**src/hdl/tlv_credential_stream_parser_top_macros.svh**
```systemverilog
// ---------------------------------------------------------------------------
// tlv credential stream parser assertion macros
// concurrent check wrappers, compiled out when ASSERT_OFF is set
// ---------------------------------------------------------------------------
`ifndef TLV_CREDENTIAL_STREAM_PARSER_TOP_MACROS_SVH
`define TLV_CREDENTIAL_STREAM_PARSER_TOP_MACROS_SVH

`ifndef ASSERT_OFF
// same-cycle implication
`define TLVCSP_ASSERT_IMP(name, clk, rst, ante, cons) \
  name: assert property (@(posedge clk) disable iff (rst) (ante) |-> (cons)) \
    else $error("tlvcsp same-cycle check failed");
// next-cycle implication
`define TLVCSP_ASSERT_NXT(name, clk, rst, ante, cons) \
  name: assert property (@(posedge clk) disable iff (rst) (ante) |=> (cons)) \
    else $error("tlvcsp next-cycle check failed");
`else
`define TLVCSP_ASSERT_IMP(name, clk, rst, ante, cons)
`define TLVCSP_ASSERT_NXT(name, clk, rst, ante, cons)
`endif

`endif

```
**src/hdl/tlvcsp_pkg.sv**
```systemverilog
// ---------------------------------------------------------------------------
// tlvcsp_pkg
// shared widths, codes and result types of the credential stream parser
// ---------------------------------------------------------------------------
package tlvcsp_pkg;

  localparam int LEN_BITS          = 32;
  localparam int CAVEAT_COUNT_BITS = 16;
  localparam int VARINT_BITS       = 7;
  localparam int MAX_BYTES         = (LEN_BITS + VARINT_BITS - 1) / VARINT_BITS;
  localparam int SHIFT_W           = $clog2(MAX_BYTES);
  localparam int POS_W             = $clog2(LEN_BITS + VARINT_BITS);
  localparam int WIDE_W            = LEN_BITS + VARINT_BITS;

  // grammar bytes
  localparam logic [7:0] VERSION_BYTE   = 8'd2;
  localparam logic [7:0] TAG_LOCATION   = 8'd1;
  localparam logic [7:0] TAG_IDENTIFIER = 8'd2;
  localparam logic [7:0] TAG_VERIFIER   = 8'd4;
  localparam logic [7:0] TAG_SIGNATURE  = 8'd6;
  localparam logic [7:0] SECTION_END    = 8'd0;

  typedef enum logic [2:0] {
    ROLE_VERSION     = 3'd0,
    ROLE_TAG         = 3'd1,
    ROLE_LENGTH      = 3'd2,
    ROLE_PAYLOAD     = 3'd3,
    ROLE_SECTION_END = 3'd4,
    ROLE_TRAILING    = 3'd5,
    ROLE_IGNORED     = 3'd6
  } role_t;

  typedef enum logic [1:0] {
    FK_LOCATION   = 2'd0,
    FK_IDENTIFIER = 2'd1,
    FK_VERIFIER   = 2'd2,
    FK_SIGNATURE  = 2'd3
  } field_kind_t;

  typedef enum logic [1:0] {
    SEC_HEADER    = 2'd0,
    SEC_CAVEATS   = 2'd1,
    SEC_SIGNATURE = 2'd2
  } section_t;

  typedef enum logic [1:0] {
    ST_PROGRESS = 2'd0,
    ST_ACCEPTED = 2'd1,
    ST_INVALID  = 2'd2
  } status_t;

  typedef struct packed {
    role_t                        byte_role;
    field_kind_t                  field_kind;
    section_t                     section;
    logic [CAVEAT_COUNT_BITS-1:0] caveat_index;
    logic [LEN_BITS-1:0]          field_length;
    logic [LEN_BITS-1:0]          payload_offset;
    logic [7:0]                   data_out;
    status_t                      status;
    logic                         message_end;
  } result_t;

endpackage

```
**src/hdl/tlvcsp_ifs.sv**
```systemverilog
// ---------------------------------------------------------------------------
// tlvcsp channel interfaces
// valid/ready byte input channel and per-byte result channel
// ---------------------------------------------------------------------------
interface tlvcsp_in_if;
  logic       valid;
  logic       ready;
  logic [7:0] data_byte;
  logic       last_byte;

  modport source (output valid, data_byte, last_byte, input ready);
  modport sink (input valid, data_byte, last_byte, output ready);
endinterface

interface tlvcsp_out_if;
  import tlvcsp_pkg::*;

  logic                         valid;
  logic                         ready;
  role_t                        byte_role;
  field_kind_t                  field_kind;
  section_t                     section;
  logic [CAVEAT_COUNT_BITS-1:0] caveat_index;
  logic [LEN_BITS-1:0]          field_length;
  logic [LEN_BITS-1:0]          payload_offset;
  logic [7:0]                   data_out;
  status_t                      status;
  logic                         message_end;

  modport source (output valid, byte_role, field_kind, section, caveat_index,
                  field_length, payload_offset, data_out, status, message_end,
                  input ready);
  modport sink (input valid, byte_role, field_kind, section, caveat_index,
                field_length, payload_offset, data_out, status, message_end,
                output ready);
endinterface

```
**src/hdl/tlv_credential_stream_parser_top.sv**
```systemverilog
// ---------------------------------------------------------------------------
// tlv_credential_stream_parser_top
// byte-serial grammar checker for a tag-length-value credential stream
// ---------------------------------------------------------------------------
//
//  channel     | direction | transaction
//  ------------+-----------+-------------------------------------------------
//  byte_in     | sink      | one message byte plus end-of-message mark
//  result_out  | source    | role, field, section, offsets, status per byte
//
// one byte per cycle sustained while the skid entry is free; each result is
// registered in the output register, or in the skid entry while that is held
// the grammar state and the result register both update in the accepting
// cycle, so the only loop is the next-state logic
// a two-entry output stage (register plus skid) keeps byte_in ready for one
// more transaction while a result waits; byte_in stalls only when both hold
// rst is synchronous and active high; it empties the output stage and puts
// the grammar back to expecting a version byte
`include "tlv_credential_stream_parser_top_macros.svh"

module tlv_credential_stream_parser_top (
  input  logic        clk,
  input  logic        rst,
  tlvcsp_in_if.sink   byte_in,
  tlvcsp_out_if.source result_out
);
  import tlvcsp_pkg::*;

  // grammar position, one-hot
  typedef enum logic [11:0] {
    PH_VER         = 12'b0000_0000_0001,
    PH_HDR_FIRST   = 12'b0000_0000_0010,
    PH_HDR_ID      = 12'b0000_0000_0100,
    PH_HDR_EOS     = 12'b0000_0000_1000,
    PH_CAV_FIRST   = 12'b0000_0001_0000,
    PH_CAV_ID      = 12'b0000_0010_0000,
    PH_CAV_VID_EOS = 12'b0000_0100_0000,
    PH_CAV_EOS     = 12'b0000_1000_0000,
    PH_SIG_TAG     = 12'b0001_0000_0000,
    PH_LEN         = 12'b0010_0000_0000,
    PH_PAY         = 12'b0100_0000_0000,
    PH_DONE        = 12'b1000_0000_0000
  } phase_t;

  localparam logic [CAVEAT_COUNT_BITS-1:0] CAV_MAX = '1;
  localparam logic [SHIFT_W-1:0] LAST_SHIFT = SHIFT_W'(MAX_BYTES - 1);

  // grammar state
  phase_t                       phase, phase_next;
  field_kind_t                  cur_field, cur_field_next;
  section_t                     cur_section, cur_section_next;
  logic [LEN_BITS-1:0]          len_acc, len_acc_next;
  logic [SHIFT_W-1:0]           vshift, vshift_next;
  logic [LEN_BITS-1:0]          remaining, remaining_next;
  logic [CAVEAT_COUNT_BITS-1:0] cav_cnt, cav_cnt_next;
  logic                         error_flag, error_next;
  logic                         done_flag, done_next;

  // output stage
  result_t out_q, skid_q, res_next;
  logic    out_valid, skid_valid;
  logic    accept, out_fire;

  // per-byte working signals
  logic [7:0]          b;
  logic                last;
  role_t               role;
  field_kind_t         kind;
  logic [LEN_BITS-1:0] flen, off;
  logic                start;
  field_kind_t         start_kind;
  logic                fdone;
  logic [POS_W-1:0]    len_pos;
  logic [WIDE_W-1:0]   len_wide;
  logic                len_ovf;
  logic [LEN_BITS-1:0] acc_or;
  status_t             st;

  assign b    = byte_in.data_byte;
  assign last = byte_in.last_byte;

  // varint digit placed at its bit position; bits beyond the length width
  // flag an oversized length
  assign len_pos  = POS_W'(vshift) * POS_W'(VARINT_BITS);
  assign len_wide = WIDE_W'(b[VARINT_BITS-1:0]) << len_pos;
  assign len_ovf  = |len_wide[WIDE_W-1:LEN_BITS];
  assign acc_or   = len_acc | len_wide[LEN_BITS-1:0];

  always_comb begin
    phase_next       = phase;
    cur_field_next   = cur_field;
    cur_section_next = cur_section;
    len_acc_next     = len_acc;
    vshift_next      = vshift;
    remaining_next   = remaining;
    cav_cnt_next     = cav_cnt;
    error_next       = error_flag;
    done_next        = done_flag;
    role             = ROLE_VERSION;
    kind             = FK_LOCATION;
    flen             = '0;
    off              = '0;
    start            = 1'b0;
    start_kind       = FK_LOCATION;
    fdone            = 1'b0;

    if (error_flag) begin
      role = ROLE_IGNORED;
    end else if (done_flag) begin
      role = ROLE_TRAILING;
    end else begin
      unique case (phase)
        PH_VER: begin
          role = ROLE_VERSION;
          if (b == VERSION_BYTE) phase_next = PH_HDR_FIRST;
          else error_next = 1'b1;
        end
        PH_HDR_FIRST: begin
          role = ROLE_TAG;
          if (b == TAG_LOCATION) begin
            start = 1'b1; start_kind = FK_LOCATION;
          end else if (b == TAG_IDENTIFIER) begin
            start = 1'b1; start_kind = FK_IDENTIFIER;
          end else begin
            error_next = 1'b1;
          end
        end
        PH_HDR_ID, PH_CAV_ID: begin
          role = ROLE_TAG;
          if (b == TAG_IDENTIFIER) begin
            start = 1'b1; start_kind = FK_IDENTIFIER;
          end else begin
            error_next = 1'b1;
          end
        end
        PH_HDR_EOS: begin
          role = ROLE_SECTION_END;
          if (b == SECTION_END) begin
            cur_section_next = SEC_CAVEATS;
            phase_next       = PH_CAV_FIRST;
          end else begin
            error_next = 1'b1;
          end
        end
        PH_CAV_FIRST: begin
          if (b == SECTION_END) begin
            role             = ROLE_SECTION_END;
            cur_section_next = SEC_SIGNATURE;
            phase_next       = PH_SIG_TAG;
          end else begin
            role = ROLE_TAG;
            if (b == TAG_LOCATION) begin
              start = 1'b1; start_kind = FK_LOCATION;
            end else if (b == TAG_IDENTIFIER) begin
              start = 1'b1; start_kind = FK_IDENTIFIER;
            end else begin
              error_next = 1'b1;
            end
          end
        end
        PH_CAV_VID_EOS, PH_CAV_EOS: begin
          if (phase == PH_CAV_VID_EOS && b == TAG_VERIFIER) begin
            role  = ROLE_TAG;
            start = 1'b1; start_kind = FK_VERIFIER;
          end else begin
            role = ROLE_SECTION_END;
            if (b == SECTION_END) begin
              if (cav_cnt != CAV_MAX) cav_cnt_next = cav_cnt + 1'b1;
              phase_next = PH_CAV_FIRST;
            end else begin
              error_next = 1'b1;
            end
          end
        end
        PH_SIG_TAG: begin
          role = ROLE_TAG;
          if (b == TAG_SIGNATURE) begin
            start = 1'b1; start_kind = FK_SIGNATURE;
          end else begin
            error_next = 1'b1;
          end
        end
        PH_LEN: begin
          role = ROLE_LENGTH;
          kind = cur_field;
          flen = len_acc;
          if (len_ovf) begin
            error_next = 1'b1;
          end else begin
            len_acc_next = acc_or;
            flen         = acc_or;
            if (b[7]) begin
              if (vshift == LAST_SHIFT) error_next = 1'b1;
              else vshift_next = vshift + 1'b1;
            end else begin
              remaining_next = acc_or;
              if (acc_or == '0) fdone = 1'b1;
              else phase_next = PH_PAY;
            end
          end
        end
        PH_PAY: begin
          role           = ROLE_PAYLOAD;
          kind           = cur_field;
          flen           = len_acc;
          off            = len_acc - remaining;
          remaining_next = remaining - 1'b1;
          if (remaining == LEN_BITS'(1)) fdone = 1'b1;
        end
        default: begin
          // no live phase: treat as a broken stream
          role       = ROLE_IGNORED;
          error_next = 1'b1;
        end
      endcase
    end

    // new field: tag seen, length varint follows
    if (start) begin
      cur_field_next = start_kind;
      len_acc_next   = '0;
      vshift_next    = '0;
      phase_next     = PH_LEN;
    end

    // field complete: pick the next grammar position
    if (fdone) begin
      if (cur_field == FK_SIGNATURE) begin
        phase_next = PH_DONE;
        done_next  = 1'b1;
      end else if (cur_section == SEC_HEADER) begin
        phase_next = (cur_field == FK_LOCATION) ? PH_HDR_ID : PH_HDR_EOS;
      end else if (cur_field == FK_LOCATION) begin
        phase_next = PH_CAV_ID;
      end else if (cur_field == FK_IDENTIFIER) begin
        phase_next = PH_CAV_VID_EOS;
      end else begin
        phase_next = PH_CAV_EOS;
      end
    end

    if (error_next) st = ST_INVALID;
    else if (done_next) st = ST_ACCEPTED;
    else st = ST_PROGRESS;
    // message cut short before the signature completed
    if (last && !done_next) st = ST_INVALID;

    res_next.byte_role      = role;
    res_next.field_kind     = kind;
    res_next.section        = cur_section;
    res_next.caveat_index   = cav_cnt_next;
    res_next.field_length   = flen;
    res_next.payload_offset = off;
    res_next.data_out       = b;
    res_next.status         = st;
    res_next.message_end    = last;

    // end of message: back to the reset state for the next one
    if (last) begin
      phase_next       = PH_VER;
      cur_field_next   = FK_LOCATION;
      cur_section_next = SEC_HEADER;
      len_acc_next     = '0;
      vshift_next      = '0;
      remaining_next   = '0;
      cav_cnt_next     = '0;
      error_next       = 1'b0;
      done_next        = 1'b0;
    end
  end

  // handshake: ready while the skid entry is free
  assign byte_in.ready = !skid_valid;
  assign accept        = byte_in.valid && !skid_valid;
  assign out_fire      = out_valid && result_out.ready;

  always_ff @(posedge clk) begin
    if (rst) begin
      phase       <= PH_VER;
      cur_field   <= FK_LOCATION;
      cur_section <= SEC_HEADER;
      len_acc     <= '0;
      vshift      <= '0;
      remaining   <= '0;
      cav_cnt     <= '0;
      error_flag  <= 1'b0;
      done_flag   <= 1'b0;
    end else if (accept) begin
      phase       <= phase_next;
      cur_field   <= cur_field_next;
      cur_section <= cur_section_next;
      len_acc     <= len_acc_next;
      vshift      <= vshift_next;
      remaining   <= remaining_next;
      cav_cnt     <= cav_cnt_next;
      error_flag  <= error_next;
      done_flag   <= done_next;
    end
  end

  // output register with one skid entry behind it
  always_ff @(posedge clk) begin
    if (rst) begin
      out_valid  <= 1'b0;
      skid_valid <= 1'b0;
    end else if (accept) begin
      if (out_valid && !result_out.ready) begin
        skid_q     <= res_next;
        skid_valid <= 1'b1;
      end else begin
        out_q     <= res_next;
        out_valid <= 1'b1;
      end
    end else if (out_fire) begin
      if (skid_valid) begin
        out_q      <= skid_q;
        skid_valid <= 1'b0;
      end else begin
        out_valid <= 1'b0;
      end
    end
  end

  assign result_out.valid          = out_valid;
  assign result_out.byte_role      = out_q.byte_role;
  assign result_out.field_kind     = out_q.field_kind;
  assign result_out.section        = out_q.section;
  assign result_out.caveat_index   = out_q.caveat_index;
  assign result_out.field_length   = out_q.field_length;
  assign result_out.payload_offset = out_q.payload_offset;
  assign result_out.data_out       = out_q.data_out;
  assign result_out.status         = out_q.status;
  assign result_out.message_end    = out_q.message_end;

  // skid entry only fills behind a held output register
  `TLVCSP_ASSERT_IMP(a_skid_behind_out, clk, rst, skid_valid, out_valid)
  // a closing byte leaves the grammar at its start
  `TLVCSP_ASSERT_NXT(a_last_restarts, clk, rst, accept && byte_in.last_byte, phase == PH_VER && !error_flag && !done_flag && cav_cnt == '0)
  // an accepted message never carries an error
  `TLVCSP_ASSERT_IMP(a_flags_exclusive, clk, rst, error_flag, !done_flag)
  // varint byte count stays within the length width
  `TLVCSP_ASSERT_IMP(a_shift_bound, clk, rst, 1'b1, vshift <= LAST_SHIFT)

endmodule

```
**src/flat_wrapper.sv**
```systemverilog
// flat-port wrapper written by rule: the top's interface ports become plain ports
module tlv_credential_stream_parser_top_flat import tlvcsp_pkg::*;
  (clk, rst, byte_in_valid, byte_in_data_byte, byte_in_last_byte, byte_in_ready, result_out_valid, result_out_byte_role, result_out_field_kind, result_out_section, result_out_caveat_index, result_out_field_length, result_out_payload_offset, result_out_data_out, result_out_status, result_out_message_end, result_out_ready);
  tlvcsp_in_if byte_in_i ();
  tlvcsp_out_if result_out_i ();
  input  logic clk;
  input  logic rst;
  input wire logic [$bits(byte_in_i.valid)-1:0] byte_in_valid;
  input wire logic [$bits(byte_in_i.data_byte)-1:0] byte_in_data_byte;
  input wire logic [$bits(byte_in_i.last_byte)-1:0] byte_in_last_byte;
  output wire logic [$bits(byte_in_i.ready)-1:0] byte_in_ready;
  output wire logic [$bits(result_out_i.valid)-1:0] result_out_valid;
  output wire logic [$bits(result_out_i.byte_role)-1:0] result_out_byte_role;
  output wire logic [$bits(result_out_i.field_kind)-1:0] result_out_field_kind;
  output wire logic [$bits(result_out_i.section)-1:0] result_out_section;
  output wire logic [$bits(result_out_i.caveat_index)-1:0] result_out_caveat_index;
  output wire logic [$bits(result_out_i.field_length)-1:0] result_out_field_length;
  output wire logic [$bits(result_out_i.payload_offset)-1:0] result_out_payload_offset;
  output wire logic [$bits(result_out_i.data_out)-1:0] result_out_data_out;
  output wire logic [$bits(result_out_i.status)-1:0] result_out_status;
  output wire logic [$bits(result_out_i.message_end)-1:0] result_out_message_end;
  input wire logic [$bits(result_out_i.ready)-1:0] result_out_ready;
  assign byte_in_i.valid = byte_in_valid;
  assign byte_in_i.data_byte = byte_in_data_byte;
  assign byte_in_i.last_byte = byte_in_last_byte;
  assign byte_in_ready = byte_in_i.ready;
  assign result_out_valid = result_out_i.valid;
  assign result_out_byte_role = result_out_i.byte_role;
  assign result_out_field_kind = result_out_i.field_kind;
  assign result_out_section = result_out_i.section;
  assign result_out_caveat_index = result_out_i.caveat_index;
  assign result_out_field_length = result_out_i.field_length;
  assign result_out_payload_offset = result_out_i.payload_offset;
  assign result_out_data_out = result_out_i.data_out;
  assign result_out_status = result_out_i.status;
  assign result_out_message_end = result_out_i.message_end;
  assign result_out_i.ready = result_out_ready;
  tlv_credential_stream_parser_top u_core (.clk(clk), .rst(rst), .byte_in(byte_in_i), .result_out(result_out_i));
endmodule
```
**config.mk**
```make
export PLATFORM = sky130hd
export DESIGN_NAME = tlv_credential_stream_parser_top_flat
export DESIGN_NICKNAME = d
export VERILOG_FILES = /design/src/hdl/tlvcsp_pkg.sv /design/src/hdl/tlvcsp_ifs.sv /design/src/hdl/tlv_credential_stream_parser_top.sv /design/src/flat_wrapper.sv
export VERILOG_INCLUDE_DIRS = /design/src /design/src/hdl
export SDC_FILE = /design/constraint.sdc
export NUM_CORES = 1
export LEC_CHECK = 0
export BUFFER_PORTS_ARGS = -buffer_cell sky130_fd_sc_hd__buf_2
export CAP_MARGIN = 20
export CORE_UTILIZATION = 55
export CTS_BUF_LIST = sky130_fd_sc_hd__clkbuf_16
export DETAILED_ROUTE_END_ITERATION = 7
export GPL_ROUTABILITY_DRIVEN = 0
export HOLD_SLACK_MARGIN = 0.1
export PLACE_DENSITY = 0.74
export SYNTH_ARGS = -nofsm -noshare
export SYNTH_HDL_FRONTEND = slang
export SYNTH_SLANG_ARGS = --single-unit
```
**constraint.sdc**
```tcl
create_clock -name clk -period 22.7 [get_ports clk]
set_input_delay 1.135 -clock clk [delete_from_list [all_inputs] [get_ports clk]]
set_output_delay 1.135 -clock clk [all_outputs]
set_load 0.01 [all_outputs]
```
---- Word level (Yosys, flattened, before mapping) ----
Cells that the tools add are included.
word-level totals
  register bits ........................... 299
  word-level logic and storage cells ...... 234
cells by class
  $add $sub $neg .......................... 4
  multipliers ............................. 1
  eq/ne operators ......................... 41
  shift operators ......................... 1
  muxes and demuxes ....................... 120
  bitwise operators ....................... 2
  reductions and logical operators ........ 36
operator list
  operator               count
  $mux 32                16
  $mux 98                4
  $mux 12                15
  $pmux 32 s2            2
  $mux 16                7
  $pmux 12 s5            1
  $shl 7x6->39           1
  $mux 1                 37
  $mux 2                 18
  $mux 3                 12
  $eq 32x1->1 const B    1
  $logic_not 32->1       1
  $or 32x32->32          1
  $sub 32x1->32 const B  1
  $sub 32x32->32         1
  $pmux 3 s7             1
  $ne 5x3->1 const B     4
  $add 16x1->16 const B  1
  $eq 8x3->1 const B     2
  $ne 16x16->1 const B   1
  $eq 12x1->1 const B    1
  $eq 12x10->1 const B   1
  $eq 12x11->1 const B   1
  $eq 12x2->1 const B    1
  other kinds (44)       74

---- Depth between registers and ports, before layout ----
  word-level depth ........................ 16
  gate-level depth with buffers ........... 13

---- Least setup slack after synthesis ----
OpenSTA, ideal clock, no wires.
  path kind ............................... in2reg
  start point ............................. input port byte_in_valid
  end point ............................... register u_core.out_q (netlist bit u_core.result_out.byte_role[0]) (enable)
  data arrival time ....................... 8.969 ns
  slack ................................... 13.031 ns
  stages on the path ...................... 5
  path buffers ............................ 2
  cell sequence ........................... nor2b_1 -> clkbuf_1 -> clkbuf_1 -> a21oi_1 -> a211oi_1
on the way
  word-level cells in the longest chain between the ends .. 3
  elaborated cells between the ends (all ways) .. 5
  classes of those cells .................. eq/ne: 1; reduce/logical: 4
ends and longest elaborated chain
  element                                                    RTL line                                 RTL
  start: declaration                                         flat_wrapper.sv:8                        input wire logic [$bits(byte_in_i.valid)-1:0] byte_in_valid;
  $logic_and 1x1->1 (*)                                      tlv_credential_stream_parser_top.sv:274  assign accept = byte_in.valid && !skid_valid;
  $ne 2x2->1 (no line) or $reduce_bool 2->1 (tied branches)  n/a
  $reduce_and 4->1 (no line) (*)                             n/a
  end signal: assignment                                     tlv_credential_stream_parser_top.sv:311  out_q <= res_next;
  end signal: assignment                                     tlv_credential_stream_parser_top.sv:316  out_q <= skid_q;
  end: declaration                                           tlv_credential_stream_parser_top.sv:60   result_t out_q, skid_q, res_next;
Mark *: on every way between the ends. The rest lies on a longest branch, timed or not.
A chain may end at the register's enable or synchronous reset.

---- Worst setup path after layout ----
  start point ............................. input port byte_in_data_byte[4]
  end point ............................... register u_core.cav_cnt[10]
on the way
  word-level cells in the longest chain between the ends .. 7
  elaborated cells between the ends (all ways) .. 9
  classes of those cells .................. eq/ne: 1; mux: 6; reduce/logical: 2
ends and longest elaborated chain
  element                                        RTL line                                                                          RTL
  start: declaration                             flat_wrapper.sv:9                                                                 input wire logic [$bits(byte_in_i.data_byte)-1:0] byte_in_data_byte;
  $logic_not 8->1 or $eq 8x3->1 (tied branches)  tlv_credential_stream_parser_top.sv:167, tlv_credential_stream_parser_top.sv:162
  $mux 16 or $logic_and 1x1->1 (tied branches)   tlv_credential_stream_parser_top.sv:167, tlv_credential_stream_parser_top.sv:162
  $mux 16 (*)                                    tlv_credential_stream_parser_top.sv:162                                           if (phase == PH_CAV_VID_EOS && b == TAG_VERIFIER) begin
  $mux 16 (*)                                    tlv_credential_stream_parser_top.sv:112                                           unique case (phase)
  $mux 16 (*)                                    tlv_credential_stream_parser_top.sv:109                                           end else if (done_flag) begin
  $mux 16 (*)                                    tlv_credential_stream_parser_top.sv:107                                           if (error_flag) begin
  $mux 16 (*)                                    tlv_credential_stream_parser_top.sv:259                                           if (last) begin
  end signal: assignment                         tlv_credential_stream_parser_top.sv:295                                           cav_cnt <= cav_cnt_next;
  end: declaration                               tlv_credential_stream_parser_top.sv:55                                            logic [CAVEAT_COUNT_BITS-1:0] cav_cnt, cav_cnt_next;
Marks and branches as above.

==> results.sh <==
export IMPL_fp_dieW_um=170
export IMPL_clk_pin_slew_ns=0.06
export IMPL_cts_setup_buffers=0
export IMPL_grt_max_degree=72
export IMPL_num_fill_cells=2312
export IMPL_cts_path_max_buffers=3
export IMPL_ctsResizeCount=0
export IMPL_finalHoldViolCount=0
export IMPL_avgSynthCellArea_um2=9.42
export IMPL_dr_pass1_iters=6
export IMPL_setup_tns_ns=0
export IMPL_synth_xor_area_share_pct=3.23
export IMPL_drt_wl_total_um=40000
export IMPL_synth_distinct_cells=86
export IMPL_synth_compound_area_share_pct=17.0
export IMPL_setup_worst_path_class="in -> reg"
export IMPL_grt_pass1_vias=11600
export IMPL_rows=61
export IMPL_yosysWarnings=0
export IMPL_grtUsageTotal_pct=27.4
export IMPL_place_hpwl_um=27500
export IMPL_finalPower_mw=1.24
export IMPL_cts_tree="done"
export IMPL_fin_skew_ns=0.0319
export IMPL_h_tree_depth=1
export IMPL_min_period_ns=3.92
export IMPL_synthCells=1643
export IMPL_drt_iter0_markers=1544
export IMPL_post_place_cells=2052
export IMPL_synth_top_family_by_area="simple AND/OR/NAND/NOR gates"
export IMPL_slew_headroom_pct=27.1
export IMPL_clock_sinks=299
export IMPL_cp_arrival_ns=4.37
export IMPL_synth_seq_cells=299
export IMPL_ir_drop_v=0.0000628
export IMPL_wl_per_cell_um=18.9
export IMPL_setup_viol=0
export IMPL_routed_via_density=6.12
export IMPL_max_freq_mhz=255
export IMPL_status="finished clean"
export IMPL_core_area_um2=27700
export IMPL_ys_seq_area_share_pct=51.3
export IMPL_final_common_cell="nand2_1"
export IMPL_wl_met1_um=17200
export IMPL_drtAntennaViolNets=0
export IMPL_synthMuxAreaShare_pct=1.00
export IMPL_start_util_pct=55.9
export IMPL_post_route_period_util_pct=17.3
export IMPL_yosys_area_share_simple_pct=20.6
export IMPL_stdcell_count=2111
export IMPL_slew_viol_final=0
export IMPL_dr_wl_met3_um=4570
export IMPL_worstSetupStartpointType="input port"
export IMPL_critical_path_peak_fanout=8
export IMPL_final_core_util_pct=62.2
export IMPL_antenna_found_initial=1
export IMPL_met2_length_um=16900
export IMPL_synth_edf_count=196
export IMPL_die_h_um=170
export IMPL_cts_hold_buf=0
export IMPL_io_buffers=112
export IMPL_cts_buffers_inserted=31
export IMPL_final_cell_mix="nand2_1, nor2_1, edfxtp_1, a21oi_1, buf_2"
export IMPL_routed_top_layer="met4"
export IMPL_netlist_area_um2=15500
export IMPL_drive_gt1_share_pct=13.4
export IMPL_synthAdderAreaFrac_pct=3.04
export IMPL_via_count=12913
export IMPL_design_area_um2=17200
export IMPL_clockRootBuffer="clkbuf_16"
export IMPL_insertion_delay_ns=0.58
export IMPL_synth_top_flop_cell="edfxtp_1"
export IMPL_endpoint_kind="flip-flop"
export IMPL_power_density_nw_per_um2=72.2
export IMPL_max_cap_violations=0
export IMPL_rsz0062_at_grt="no"
export IMPL_synth_nets=1693
export IMPL_synth_async_sr_flop_share_pct=0
export IMPL_dpl_cell_area_um2=16300
export IMPL_power_leakage_nw=6.45
export IMPL_min_path_type="reg -> reg"
export IMPL_overflow=0
export IMPL_route_detailed_drc=0
export IMPL_critPathRequiredTime_ns=23.14
export IMPL_ios=113
export IMPL_syn_to_final_growth_pct=11.3
export IMPL_nets=1757
export IMPL_dieArea_um2=28800
export IMPL_worst_slew_pin_slew_ns=1.09
export IMPL_grt_pass1_wl_um=62500
[metrics by stage]
step	worst slack (ns)	hold slack, ns
after floorplan	13.03	0.450
after global placement	18.26	0.463
after detailed placement	18.37	0.484
after CTS	18.93	0.492
after global routing	18.58	0.518
final	18.78	0.493
[worst max-delay path, stage by stage]
cell	delay, ns
buf_2	0.14
nor4_1	0.78
nand4_1	0.34
nor3_1	0.35
nand2_1	0.26
nor3_1	0.48
nand3_1	0.17
xor2_1	0.36
nor3_1	0.11
a31o_2	0.24
[layout make-up]
type / instances / area (um^2) / share of cell area (%)
multi-input combinational: 1197 / 7000 / 40.6
sequential: 299 / 7950 / 46.1
inverter: 52 / 196 / 1.14
clock inverter: 27 / 145 / 0.842
tap: 378 / 473 / 2.75
antenna: 1 / 2.50 / 0.0145
timing repair buffer: 126 / 686 / 3.98
clock buffer: 31 / 776 / 4.50
[logic make-up after synthesis]
kind of cell / Yosys count
fa+ha+maj: 37
simple gates: 667
buf+inv: 147
compound gates: 422
flops: 299
mux: 14
xor+xnor: 57
[per-layer routing]
| layer | track usage, % | up-vias |
|---|---|---|
| met5 | 0 | - |
| met4 | 9.40 | 0 |
| met3 | 6.65 | 97 |
| met2 | 39.8 | 701 |
| met1 | 39.9 | 6001 |
| li1 | - | 6114 |
[Yosys cell counts (all sizes together) (12+ instances only)]
cell type	count	area, um^2
a211oi	13	108
a21o	15	113
a21oi	148	756
a22oi	14	105
a31oi	16	106
and3	12	75.1
buf	27	139
clkbuf	68	255
dfxtp	103	2060
edfxtp	196	5890
ha	36	450
inv	50	188
mux2	12	135
nand2	218	823
nand2b	13	81.3
nand3	48	240
nor2	204	783
nor2b	12	75.1
nor3	54	275
nor4	20	140
o21ai	103	516
o31ai	56	425
or3	18	113
or4	13	116
xnor2	34	298
xor2	23	201
[sequential cells by signal, indices dropped and copies added, names as in the netlist, 2 cells and up]
name and count:
u_core.len_acc 32, u_core.result_out.byte_role 3, u_core.cur_section 2, u_core.skid_q 98
u_core.remaining 32, u_core.vshift 3, u_core.phase 12, u_core.result_out.caveat_index 16
u_core.result_out.field_length 32, u_core.result_out.payload_offset 32, u_core.result_out.section 2, u_core.result_out.field_kind 2
u_core.cav_cnt 16, u_core.result_out.data_out 8, u_core.cur_field 2, u_core.result_out.status 2
[report_power, final]
part / total (mW) / switching (mW) / internal (mW) / leakage, nW
registers: 0.609 / 0.0137 / 0.595 / 2.71
logic: 0.169 / 0.108 / 0.0607 / 3.26
clock network: 0.467 / 0.209 / 0.257 / 0.484
total: 1.24 / 0.331 / 0.913 / 6.45
[path summary, 6_finish.rpt]
check | startpoint | end | slack, ns | cells after the start
worst max-delay path | byte_in_data_byte[4] | u_core.cav_cnt[10] | 18.78 | 10
worst min-delay path | u_core.remaining[26] | u_core.remaining[26] | 0.49 | 2
worst max register to register | u_core.vshift[2] | u_core.result_out.status[1] | 18.99 | 9
worst min register to register | u_core.remaining[26] | u_core.remaining[26] | 0.49 | 2
(Power assumes the default switching activity.)
